`src/rtl/core/bhtu_pkg.sv`:
```
// Shared constants and types of the branch history table update block.
package bhtu_pkg;

  localparam int unsigned IndexBits   = 10;
  localparam int unsigned HistoryBits = 4;
  localparam int unsigned TableDepth  = 1 << IndexBits;

  localparam int unsigned PcWidth     = 32;
  localparam int unsigned HistWidth   = 10;
  localparam int unsigned CtrWidth    = 2;
  localparam int unsigned CfgIdxWidth = 2;
  localparam int unsigned CfgDatWidth = 2;

  // index_mode register codes
  localparam logic [1:0] IDX_MODE_PC     = 2'd0;
  localparam logic [1:0] IDX_MODE_GSHARE = 2'd1;
  localparam logic [1:0] IDX_MODE_CONCAT = 2'd2;

  // configuration register indexes
  localparam logic [CfgIdxWidth-1:0] CFG_INDEX_MODE   = 2'd0;
  localparam logic [CfgIdxWidth-1:0] CFG_ONE_BIT_MODE = 2'd1;

  // counter values
  localparam logic [CtrWidth-1:0] CTR_MAX        = 2'd3;
  localparam logic [CtrWidth-1:0] CTR_MIN        = 2'd0;
  localparam logic [CtrWidth-1:0] CTR_NEW_TAKEN  = 2'd2;
  localparam logic [CtrWidth-1:0] CTR_NEW_NTAKEN = 2'd1;

  typedef logic [IndexBits-1:0] bhtu_idx_t;

  typedef struct packed {
    logic                valid;
    logic [CtrWidth-1:0] ctr;
  } bhtu_entry_t;

  typedef struct packed {
    logic        en;
    bhtu_idx_t   addr;
    bhtu_entry_t entry;
  } bhtu_wr_t;

  typedef struct packed {
    logic      en;
    bhtu_idx_t addr;
  } bhtu_rd_t;

endpackage

```
`src/rtl/core/bhtu_index.sv`:
```
// Table index formation from pc and global history.
module bhtu_index import bhtu_pkg::*; (
  input  logic [1:0]           index_mode_i,
  input  logic [PcWidth-1:0]   branch_pc_i,
  input  logic [HistWidth-1:0] history_bits_i,
  output bhtu_idx_t            index_o
);

  localparam int unsigned WordWidth = PcWidth - 2;

  logic [WordWidth-1:0]             word;
  logic [WordWidth-1:0]             gshare;
  logic [WordWidth+HistoryBits-1:0] concat;

  assign word   = branch_pc_i[PcWidth-1:2];
  assign gshare = word ^ {{(WordWidth-HistWidth){1'b0}}, history_bits_i};
  assign concat = {word, history_bits_i[HistoryBits-1:0]};

  always_comb begin
    case (index_mode_i)
      IDX_MODE_GSHARE: index_o = gshare[IndexBits-1:0];
      IDX_MODE_CONCAT: index_o = concat[IndexBits-1:0];
      // unused code indexes by pc, as pc mode does
      default:         index_o = word[IndexBits-1:0];
    endcase
  end

endmodule

```
`src/rtl/core/bhtu_table.sv`:
```
// Entry memory with a clearing sweep after reset.
module bhtu_table import bhtu_pkg::*; (
  input  logic        clk_i,
  input  logic        rst_ni,
  input  bhtu_rd_t    rd_i,
  output bhtu_entry_t rd_data_o,
  input  bhtu_wr_t    wr_i,
  output logic        busy_o
);

  bhtu_entry_t mem [TableDepth];
  bhtu_entry_t rd_data_q;
  logic        busy_q, busy_d;
  bhtu_idx_t   clr_addr_q, clr_addr_d;

  always_comb begin
    busy_d     = busy_q;
    clr_addr_d = clr_addr_q;
    if (busy_q) begin
      clr_addr_d = clr_addr_q + 1'b1;
      if (&clr_addr_q) begin
        busy_d = 1'b0;
      end
    end
  end

  always_ff @(posedge clk_i or negedge rst_ni) begin
    if (!rst_ni) begin
      busy_q     <= 1'b1;
      clr_addr_q <= '0;
    end else begin
      busy_q     <= busy_d;
      clr_addr_q <= clr_addr_d;
    end
  end

  always_ff @(posedge clk_i) begin
    if (busy_q) begin
      mem[clr_addr_q] <= '0;
    end else if (wr_i.en) begin
      mem[wr_i.addr] <= wr_i.entry;
    end
    if (rd_i.en) begin
      rd_data_q <= mem[rd_i.addr];
    end
  end

  assign rd_data_o = rd_data_q;
  assign busy_o    = busy_q;

endmodule

```
`src/rtl/core/branch_history_table_update.sv`:
```
// Top level of the branch history table update block.
//
// Usage: one resolved branch (pc, global history, taken) enters on the in
// channel per cycle while in_ready_o is high; the updated two-bit counter
// of its table entry leaves on the out channel. Both channels use
// valid/ready. Configuration writes (index 0: index_mode, index 1:
// one_bit_mode) go over the cfg channel, which is always ready; the user
// must make them only while the block is idle, which the block does not
// enforce. An accepted item waits in the read stage, then its counter is
// registered in the result register. Throughput is one item per cycle
// while the out channel takes results, set by the single read-modify-write
// of the entry memory; a back-to-back update of the same entry is forwarded
// from the last write. Reset: control registers clear, then a sweep
// invalidates every entry, one per cycle, with in_ready_o held low.
// Stall: when the receiver holds out_ready_i low, the result register and
// one item in the read stage are held; in_ready_o drops once both are full.
module branch_history_table_update import bhtu_pkg::*; (
  input  logic                   clk_i,
  input  logic                   rst_ni,
  input  logic                   cfg_valid_i,
  output logic                   cfg_ready_o,
  input  logic [CfgIdxWidth-1:0] cfg_index_i,
  input  logic [CfgDatWidth-1:0] cfg_data_i,
  input  logic                   in_valid_i,
  output logic                   in_ready_o,
  input  logic [PcWidth-1:0]     branch_pc_i,
  input  logic [HistWidth-1:0]   history_bits_i,
  input  logic                   outcome_taken_i,
  output logic                   out_valid_o,
  input  logic                   out_ready_i,
  output logic [CtrWidth-1:0]    new_counter_o
);

  function automatic logic [CtrWidth-1:0] next_ctr(bhtu_entry_t e, logic taken,
                                                    logic one_bit);
    logic [CtrWidth-1:0] c;
    c = e.ctr;
    if (!e.valid) begin
      c = taken ? CTR_NEW_TAKEN : CTR_NEW_NTAKEN;
    end else if (one_bit) begin
      c = taken ? CTR_MAX : CTR_MIN;
    end else if (taken) begin
      if (e.ctr != CTR_MAX) c = e.ctr + 1'b1;
    end else begin
      if (e.ctr != CTR_MIN) c = e.ctr - 1'b1;
    end
    return c;
  endfunction

  logic [1:0]          index_mode_q;
  logic                one_bit_q;
  logic                s1_valid_q;
  bhtu_idx_t           s1_idx_q;
  logic                s1_taken_q;
  logic                fwd_valid_q;
  bhtu_idx_t           fwd_idx_q;
  bhtu_entry_t         fwd_entry_q;
  logic                out_valid_q, out_valid_d;
  logic [CtrWidth-1:0] out_ctr_q;

  bhtu_idx_t           in_idx;
  bhtu_rd_t            rd;
  bhtu_wr_t            wr;
  bhtu_entry_t         rd_data;
  bhtu_entry_t         entry_cur;
  logic [CtrWidth-1:0] ctr_new;
  logic                busy;
  logic                in_fire;
  logic                s1_move;

  bhtu_index u_index (
    .index_mode_i   (index_mode_q),
    .branch_pc_i    (branch_pc_i),
    .history_bits_i (history_bits_i),
    .index_o        (in_idx)
  );

  bhtu_table u_table (
    .clk_i     (clk_i),
    .rst_ni    (rst_ni),
    .rd_i      (rd),
    .rd_data_o (rd_data),
    .wr_i      (wr),
    .busy_o    (busy)
  );

  assign cfg_ready_o = 1'b1;
  assign s1_move     = s1_valid_q && (!out_valid_q || out_ready_i);
  assign in_ready_o  = !busy && (!s1_valid_q || s1_move);
  assign in_fire     = in_valid_i && in_ready_o;

  assign rd.en   = in_fire;
  assign rd.addr = in_idx;

  // take the latest write when the memory read went out before it landed
  assign entry_cur = (fwd_valid_q && (fwd_idx_q == s1_idx_q)) ? fwd_entry_q : rd_data;
  assign ctr_new   = next_ctr(entry_cur, s1_taken_q, one_bit_q);

  assign wr.en          = s1_move;
  assign wr.addr        = s1_idx_q;
  assign wr.entry.valid = 1'b1;
  assign wr.entry.ctr   = ctr_new;

  always_comb begin
    out_valid_d = out_valid_q;
    if (s1_move) begin
      out_valid_d = 1'b1;
    end else if (out_ready_i) begin
      out_valid_d = 1'b0;
    end
  end

  always_ff @(posedge clk_i or negedge rst_ni) begin
    if (!rst_ni) begin
      index_mode_q <= IDX_MODE_PC;
      one_bit_q    <= 1'b0;
      s1_valid_q   <= 1'b0;
      fwd_valid_q  <= 1'b0;
      out_valid_q  <= 1'b0;
    end else begin
      if (cfg_valid_i && cfg_ready_o) begin
        case (cfg_index_i)
          CFG_INDEX_MODE:   index_mode_q <= cfg_data_i[1:0];
          CFG_ONE_BIT_MODE: one_bit_q    <= cfg_data_i[0];
          default: ;
        endcase
      end
      if (in_fire) begin
        s1_valid_q <= 1'b1;
      end else if (s1_move) begin
        s1_valid_q <= 1'b0;
      end
      if (s1_move) begin
        fwd_valid_q <= 1'b1;
      end
      out_valid_q <= out_valid_d;
    end
  end

  always_ff @(posedge clk_i) begin
    if (in_fire) begin
      s1_idx_q   <= in_idx;
      s1_taken_q <= outcome_taken_i;
    end
    if (s1_move) begin
      fwd_idx_q   <= s1_idx_q;
      fwd_entry_q <= wr.entry;
      out_ctr_q   <= ctr_new;
    end
  end

  assign out_valid_o   = out_valid_q;
  assign new_counter_o = out_ctr_q;

`ifndef SYNTHESIS
  a_no_accept_in_sweep: assert property (@(posedge clk_i) disable iff (!rst_ni)
    busy |-> !in_ready_o)
    else $error("item accepted during table sweep");

  a_full_pipe_blocks: assert property (@(posedge clk_i) disable iff (!rst_ni)
    s1_valid_q && out_valid_q && !out_ready_i |-> !in_ready_o)
    else $error("item accepted with both stages held");

  a_result_loaded: assert property (@(posedge clk_i) disable iff (!rst_ni)
    s1_move |=> out_valid_o && new_counter_o == $past(ctr_new))
    else $error("result register not loaded on update");

  a_fresh_entry: assert property (@(posedge clk_i) disable iff (!rst_ni)
    s1_move && !entry_cur.valid |=>
      new_counter_o == ($past(s1_taken_q) ? CTR_NEW_TAKEN : CTR_NEW_NTAKEN))
    else $error("fresh entry got wrong counter");
`endif

endmodule

```
`config.mk`:
```
export PLATFORM = sky130hd
export DESIGN_NAME = branch_history_table_update
export DESIGN_NICKNAME = d
export VERILOG_FILES = /design/src/rtl/core/bhtu_pkg.sv /design/src/rtl/core/bhtu_index.sv /design/src/rtl/core/bhtu_table.sv /design/src/rtl/core/branch_history_table_update.sv
export SDC_FILE = /design/constraint.sdc
export NUM_CORES = 2
export LEC_CHECK = 0
export ABC_AREA = 1
export ABC_CLOCK_PERIOD_IN_PS = 52800
export BUFFER_PORTS_ARGS = -buffer_cell sky130_fd_sc_hd__buf_4
export CORE_MARGIN = 3
export CORE_UTILIZATION = 56
export CTS_BUF_LIST = sky130_fd_sc_hd__clkbuf_8
export CTS_CLUSTER_DIAMETER = 120
export CTS_CLUSTER_SIZE = 30
export DETAILED_ROUTE_END_ITERATION = 8
export PLACE_DENSITY = 0.71
export RECOVER_POWER = 100
export SYNTH_ARGS = -nofsm -noshare
export SYNTH_HDL_FRONTEND = slang
export SYNTH_SLANG_ARGS = --single-unit
```
`constraint.sdc`:
```
create_clock -name clk_i -period 52.8 [get_ports clk_i]
set_clock_uncertainty 0.05 [all_clocks]
set_input_delay 10.56 -clock clk_i [delete_from_list [all_inputs] [get_ports clk_i]]
set_output_delay 10.56 -clock clk_i [all_outputs]
set_load 0.1 [all_outputs]
```
## Word-level counts from Yosys, hierarchy flattened

Memory sizes are Yosys's and may differ from the RTL's. A register that Yosys moved wholly into a read port is not among the register bits.
Index checks and enable logic that the tools add are counted.

| storage, ports and cells | value |
|---|---|
| register bits after elaboration | 40 |
| bits in writable memories | 3072 |
| bits of input ports | 52 |
| output and inout bits | 5 |
| memories | 1 |

Memories:

| name | depth | width | read ports | clocked after Yosys merged registers in | wr ports | RTL line | source |
|---|---|---|---|---|---|---|---|
| u_table.mem | 1024 | 3 | 1 | 1 | 1 | bhtu_table.sv:11 | `bhtu_entry_t mem [TableDepth];` |

| operators by class | value |
|---|---|
| $add $sub $neg | 3 |
| equality and inequality tests | 5 |
| mux-type cells | 23 |
| bitwise operators | 1 |
| reductions and logical operators | 17 |

Operators by type and width:

| kind | number |
|---|---|
| one-hot mux 10 bit (2 select lines) | 1 |
| two-way mux 2 bit | 7 |
| two-way mux 1 bit | 12 |
| adder 10 x 1 -> 10 bit, second input constant | 1 |
| == test 10 bit | 1 |
| two-way mux 10 bit | 1 |
| AND reduction 10 bit | 1 |
| bitwise XOR 10 bit | 1 |
| two-way mux 3 bit | 2 |
| nonzero test 2 bit | 3 |
| == test 2 x 1 -> 1 bit, second input constant | 2 |
| logical AND 1 bit | 4 |
| AND reduction 2 bit | 2 |
| logical NOT 1 bit | 3 |
| OR reduction 3 bit | 1 |
| adder 2 x 1 -> 2 bit, second input constant | 1 |
| == test 2 bit, second input constant | 1 |
| logical NOT 2 bit | 1 |
| logical OR 1 bit | 2 |
| != test 2 bit, second input constant | 1 |
| subtractor 2 x 1 -> 2 bit, second input constant | 1 |

## Depth between registers and ports, before layout

| logic depth | value |
|---|---|
| depth after elaboration | 9 |
| gate-level depth with buffers | 23 |
| depth with buffers taken out | 20 |

## Cells and area by module

From an unflattened synthesis, not the netlist that was laid out.

| unflattened totals | value |
|---|---|
| cell total of the unflattened synthesis | 11577 |
| area total of the unflattened synthesis | 129985.9 um^2 |

Modules (own cells, without submodules):

| module | times used | cells an instance | area an instance (um^2) | seq. area each (um^2) |
|---|---|---|---|---|
| bhtu_table | 1 | 11369 | 128330.6 | 92615.1 |
| branch_history_table_update | 1 | 131 | 1307.5 | 840.8 |
| bhtu_index | 1 | 77 | 347.8 | 0.0 |

## Worst setup path before layout

No wires, ideal clock.

| timing path | value |
|---|---|
| path type | input port to flip-flop |
| from | input out_ready_i |
| to | memory u_table.mem[0][1] (netlist name), data pin |
| setup time | 5.676 ns |
| arrival | 47.291 ns |
| path slack | -0.217 ns |
| stages on the path | 7 |
| buffers on the path | 1 |
| cell sequence | inv_1 > nand2_1 > nand2_1 > nor2_4 > inv_2 > buf_2 > a21oi_1 |

| between the ends | value |
|---|---|
| longest elaborated chain between the ends | 7 |

RTL lines:

| what | RTL line | source |
|---|---|---|
| start, declared | branch_history_table_update.sv:30 | `input logic out_ready_i,` |
| logical OR 1 bit | branch_history_table_update.sv:88 | `assign s1_move = s1_valid_q && (!out_valid_q \|\| out_ready_i);` |
| logical AND 1 bit | branch_history_table_update.sv:88 |  |
| two-way mux 1 bit | bhtu_table.sv:40 | `end else if (wr_i.en) begin` |
| two-way mux 1 bit | bhtu_table.sv:38 | `if (busy_q) begin` |
| two-way mux 1 bit (implied by the code) | bhtu_table.sv:41 | `mem[wr_i.addr] <= wr_i.entry;` |
| OR reduction 3 bit (no source line) | - |  |
| two-way mux 3 bit (no source line) | - |  |
| end, declared | bhtu_table.sv:11 |  |

Every way passes these cells.

## Worst setup path after layout

| timing path | value |
|---|---|
| from | input history_bits_i[0] |
| to | register, netlist name u_table.rd_data_o[0] |

| between the ends | value |
|---|---|
| longest elaborated chain between the ends | 2 |

RTL lines:

| what | RTL line | source |
|---|---|---|
| start, declared | branch_history_table_update.sv:27 | `input logic [HistWidth-1:0] history_bits_i,` |
| bitwise XOR 10 bit | bhtu_index.sv:16 | `assign gshare = word ^ {{(WordWidth-HistWidth){1'b0}}, history_bits_i};` |
| one-hot mux 10 bit (2 select lines) (*) | bhtu_index.sv:20 | `case (index_mode_i)` |

Mark *: on every way between the ends. The rest lies on a longest branch, timed or not.
A chain may end at the register's enable or synchronous reset.

==> impl_metrics.toml <==
[timing]
tightestPinTransition_ns = 10.01
whs_ns = 0.4540
slew_violations = 4693
timing.max_slew.rel_slack_pct = -567.4
timing.setup.tns_ns = 0
finalHoldViolations = 0
finalCritPeriodShare_pct = 51.56
grt_setup_unrepaired = "false"
period_needed_ns = 27.22
fmaxAchievable_ghz = 0.03673
timing.final.setup_violations = 0

[critical_path]
critical_path.endpoint_type = "flop"
critical_path_class = "input port to flop"
start_kind = "input port"
cp.arrival_ns = 27.95
critPathMaxFanout = 137
worst_ep_required_time_ns = 53.53

[floorplanning]
core_area_mm2 = 0.2417
io-pin-count = 57
dieHeight_um = 499.8
initial_core_util_pct = 56.51
die_x_um = 499.8
fp-row-count = 180
die_area_mm2 = 0.2498

[synthesis]
synthTopCellsByArea = "edfxtp_1 68%, nand2_1 8.0%, nand3_1 7.8%, inv_1 3.4%, o211ai_1 3.0%"
synthesis.nets = 12637
post-synth-top-area-cell = "edfxtp_1"
seq_area_frac_synth_pct = 68.43
ys.warnings.count = 0
dominant_combinational_cell_family_by_area_after_synthesis = "simple AND/OR/NAND/NOR gates"
synth_area_mm2 = 0.1366
synthMuxAreaShare_pct = 0.007330
simple_gate_fraction_of_synth_area_pct = 21.80
compound_gate_fraction_of_synth_area_pct = 3.275
synth.distinct_cells = 37
synth_xor_xnor_area_share_pct = 0.09620
synth.top_cell.area_share_pct = 68.12
synthesized_area_per_cell_um2 = 10.85
synthAdderAreaFrac_pct = 0.02749
syn-instance-count = 12582
ys_seq_elements = 3115

[status]
run_status = "finished, violations left"
failed_checks = "max-capacitance violations, max-slew violations"

[clock_network]
cts_max_level = 3
clock_sinks = 3115
post-cts-setup-buffer-count = 0
clock_insertion_delay_worst_skew_ns = 1.04
tritoncts = "built"
cts.clk_slew.worst_paths_ns = 0.16
cts_inserted_buffers = 113
postCtsHoldBufs = 0
root_buffer = "clkbuf_8"
cts_resized = 0
cts-root-to-sink-buffers = 3

[drt]
post_drt_wl_per_cell_um = 23.72
drt_pass_1_iters = 9
first_iter_violations = 11456
drc = 0
wirelength_um = 360100
num_vias = 90938
postRouteAntennaNets = 0
route.detailed.vias_per_inst = 5.990

[global_routing]
number_of_antenna_violations_at_the_first_check_in_global_routing = 14
groute.usage.overall_pct = 28.25
first_global_vias = 88302
grt_pass1_wl_um = 531300
largest_net_degree_at_the_start_of_global_routing = 253
grt_remaining_overflow = 0

[final_layout]
drive_above_1_share_pct = 2.528
fin_nets = 12023
area_growth_pct = 2.501

[flow_run]
cap_violations = 67

[pwr]
power_density_mw_per_mm2 = 37.76
power.ir.vdd_worst_mv = 0.02929
power.leakage_nw = 50.94

[placed_design]
dp.final_hpwl_um = 192200
port_buffers = 33
place.gp.congestion = 0.8846

[hold_path]
hold_path_class = "flop to flop"
## per-stage QoR
step | area [um2] | power [mW] | utilization [%] | cells | worst slack [ns]
3_5_place_dp | 138700 | 4.391 | 57.39 | 15038 | 30.84
4_1_cts | 140400 | 5.221 | 58.09 | 15171 | 30.84
6_report | 140000 | 5.285 | 57.92 | 15182 | 25.58
5_1_grt | 140000 | 5.516 | 57.92 | 15178 | 24.09
2_1_floorplan | 136600 | 4.057 | - | 12582 | 4.206
3_3_place_gp | 138700 | 4.359 | 57.39 | 15038 | 30.83
## final timing paths
check / from / endpoint / slack, ns / cells after the start
setup / recovery: history_bits_i[0] / u_table.rd_data_o[0] / 25.58 / 21
hold / removal: fwd_valid_q / fwd_valid_q / 0.45 / 1
setup reg to reg: index_mode_q[1] / u_table.rd_data_o[0] / 33.39 / 22
hold reg to reg: fwd_valid_q / fwd_valid_q / 0.45 / 1
max in group asynchronous: rst_ni / fwd_valid_q / 42.37 / 1
min in group asynchronous: rst_ni / u_table.clr_addr_q[0] / 9.65 / 1
## cells by family after synthesis
group,count (synthesis)
buffers and inverters,2168
DFF,3115
AOI/OAI and AO/OA,611
adders and majority gates,3
muxes,1
other,1
and+or+nand+nor,6668
xor gates and xnor gates,15
## routing by layer
| metal | track usage (%) | vias to the layer above | routed length, um |
|---|---|---|---|
| li1 | - | 41547 | - |
| met1 | 35.61 | 44391 | 134100 |
| met2 | 47.88 | 4195 | 173400 |
| met3 | 4.364 | 803 | 32100 |
| met4 | 13.89 | 2 | 20500 |
| met5 | 0 | - | 11 |
## cell usage in the layout, fill, tap and decap left out, types with 14 or more instances in the layout
cell type / count
clkbuf_8: 116
nand2_4: 24
nand2_1: 2887
o211ai_1: 553
nand3_4: 14
nand3b_1: 535
buf_4: 110
o21ai_0: 26
nand3_1: 2103
edfxtp_1: 3098
inv_1: 1245
nor3_1: 19
clkbuf_1: 77
nor2_1: 1070
dfrtp_1: 16
## critical path, stage by stage
cell,delay [ns]
buf_4,0.11
inv_1,0.05
nor2_1,0.07
inv_1,0.17
nand2_8,0.31
nand2_1,3.13
clkinvlp_2,6.67
clkbuf_1,2.42
clkbuf_1,1.91
nand2_1,0.38
nand2_1,0.10
nand2_1,0.07
nand3_1,0.11
nand3_1,0.31
nand3_1,0.10
nand3_1,0.18
nand3_1,0.30
nand3_1,0.19
nand3_1,0.12
nand3_1,0.22
nand2_1,0.14
## state kept, by name (all words and copies together), names as in the netlist, 2 cells and up
register            count
u_table.mem          3072
u_table.clr_addr_q     10
new_counter_o           2
fwd_idx_q              10
index_mode_q            2
s1_idx_q               10
u_table.rd_data_o       3
## Yosys cell counts, drive strengths merged
cell,instances
a21oi,9
a31oi,1
buf,510
clkbuf,419
clkinv,1
conb,1
dfrtp,16
dfstp,1
edfxtp,3098
ha,3
inv,1238
mux2i,1
nand2,2914
nand3,2117
nand3b,535
nand4,2
nor2,1074
nor3,19
nor4,1
o211ai,553
o21ai,40
o22ai,1
o31ai,4
o32ai,3
or2,6
xnor2,3
xor2,12
## power by group
group	switching (mW)	internal, mW	total, mW
Clock	0.669	0.205	0.874
Sequential	0.00417	2.87	2.88
Combinational	1.14	0.392	1.53
Total	1.82	3.47	5.29
## layout make-up
| class | count | area (um2) |
|---|---|---|
| multi-input combinational | 7299 | 34790 |
| sequential | 3115 | 93460 |
| fill | 19878 | 101700 |
| clock buffer | 116 | 1597 |
| timing repair buffer | 200 | 1350 |
| tap | 3185 | 3985 |
| clock inverter | 17 | 98.84 |
| inverter | 1239 | 4669 |
| antenna | 11 | 27.53 |
Power figures use the tool's default switching activity.
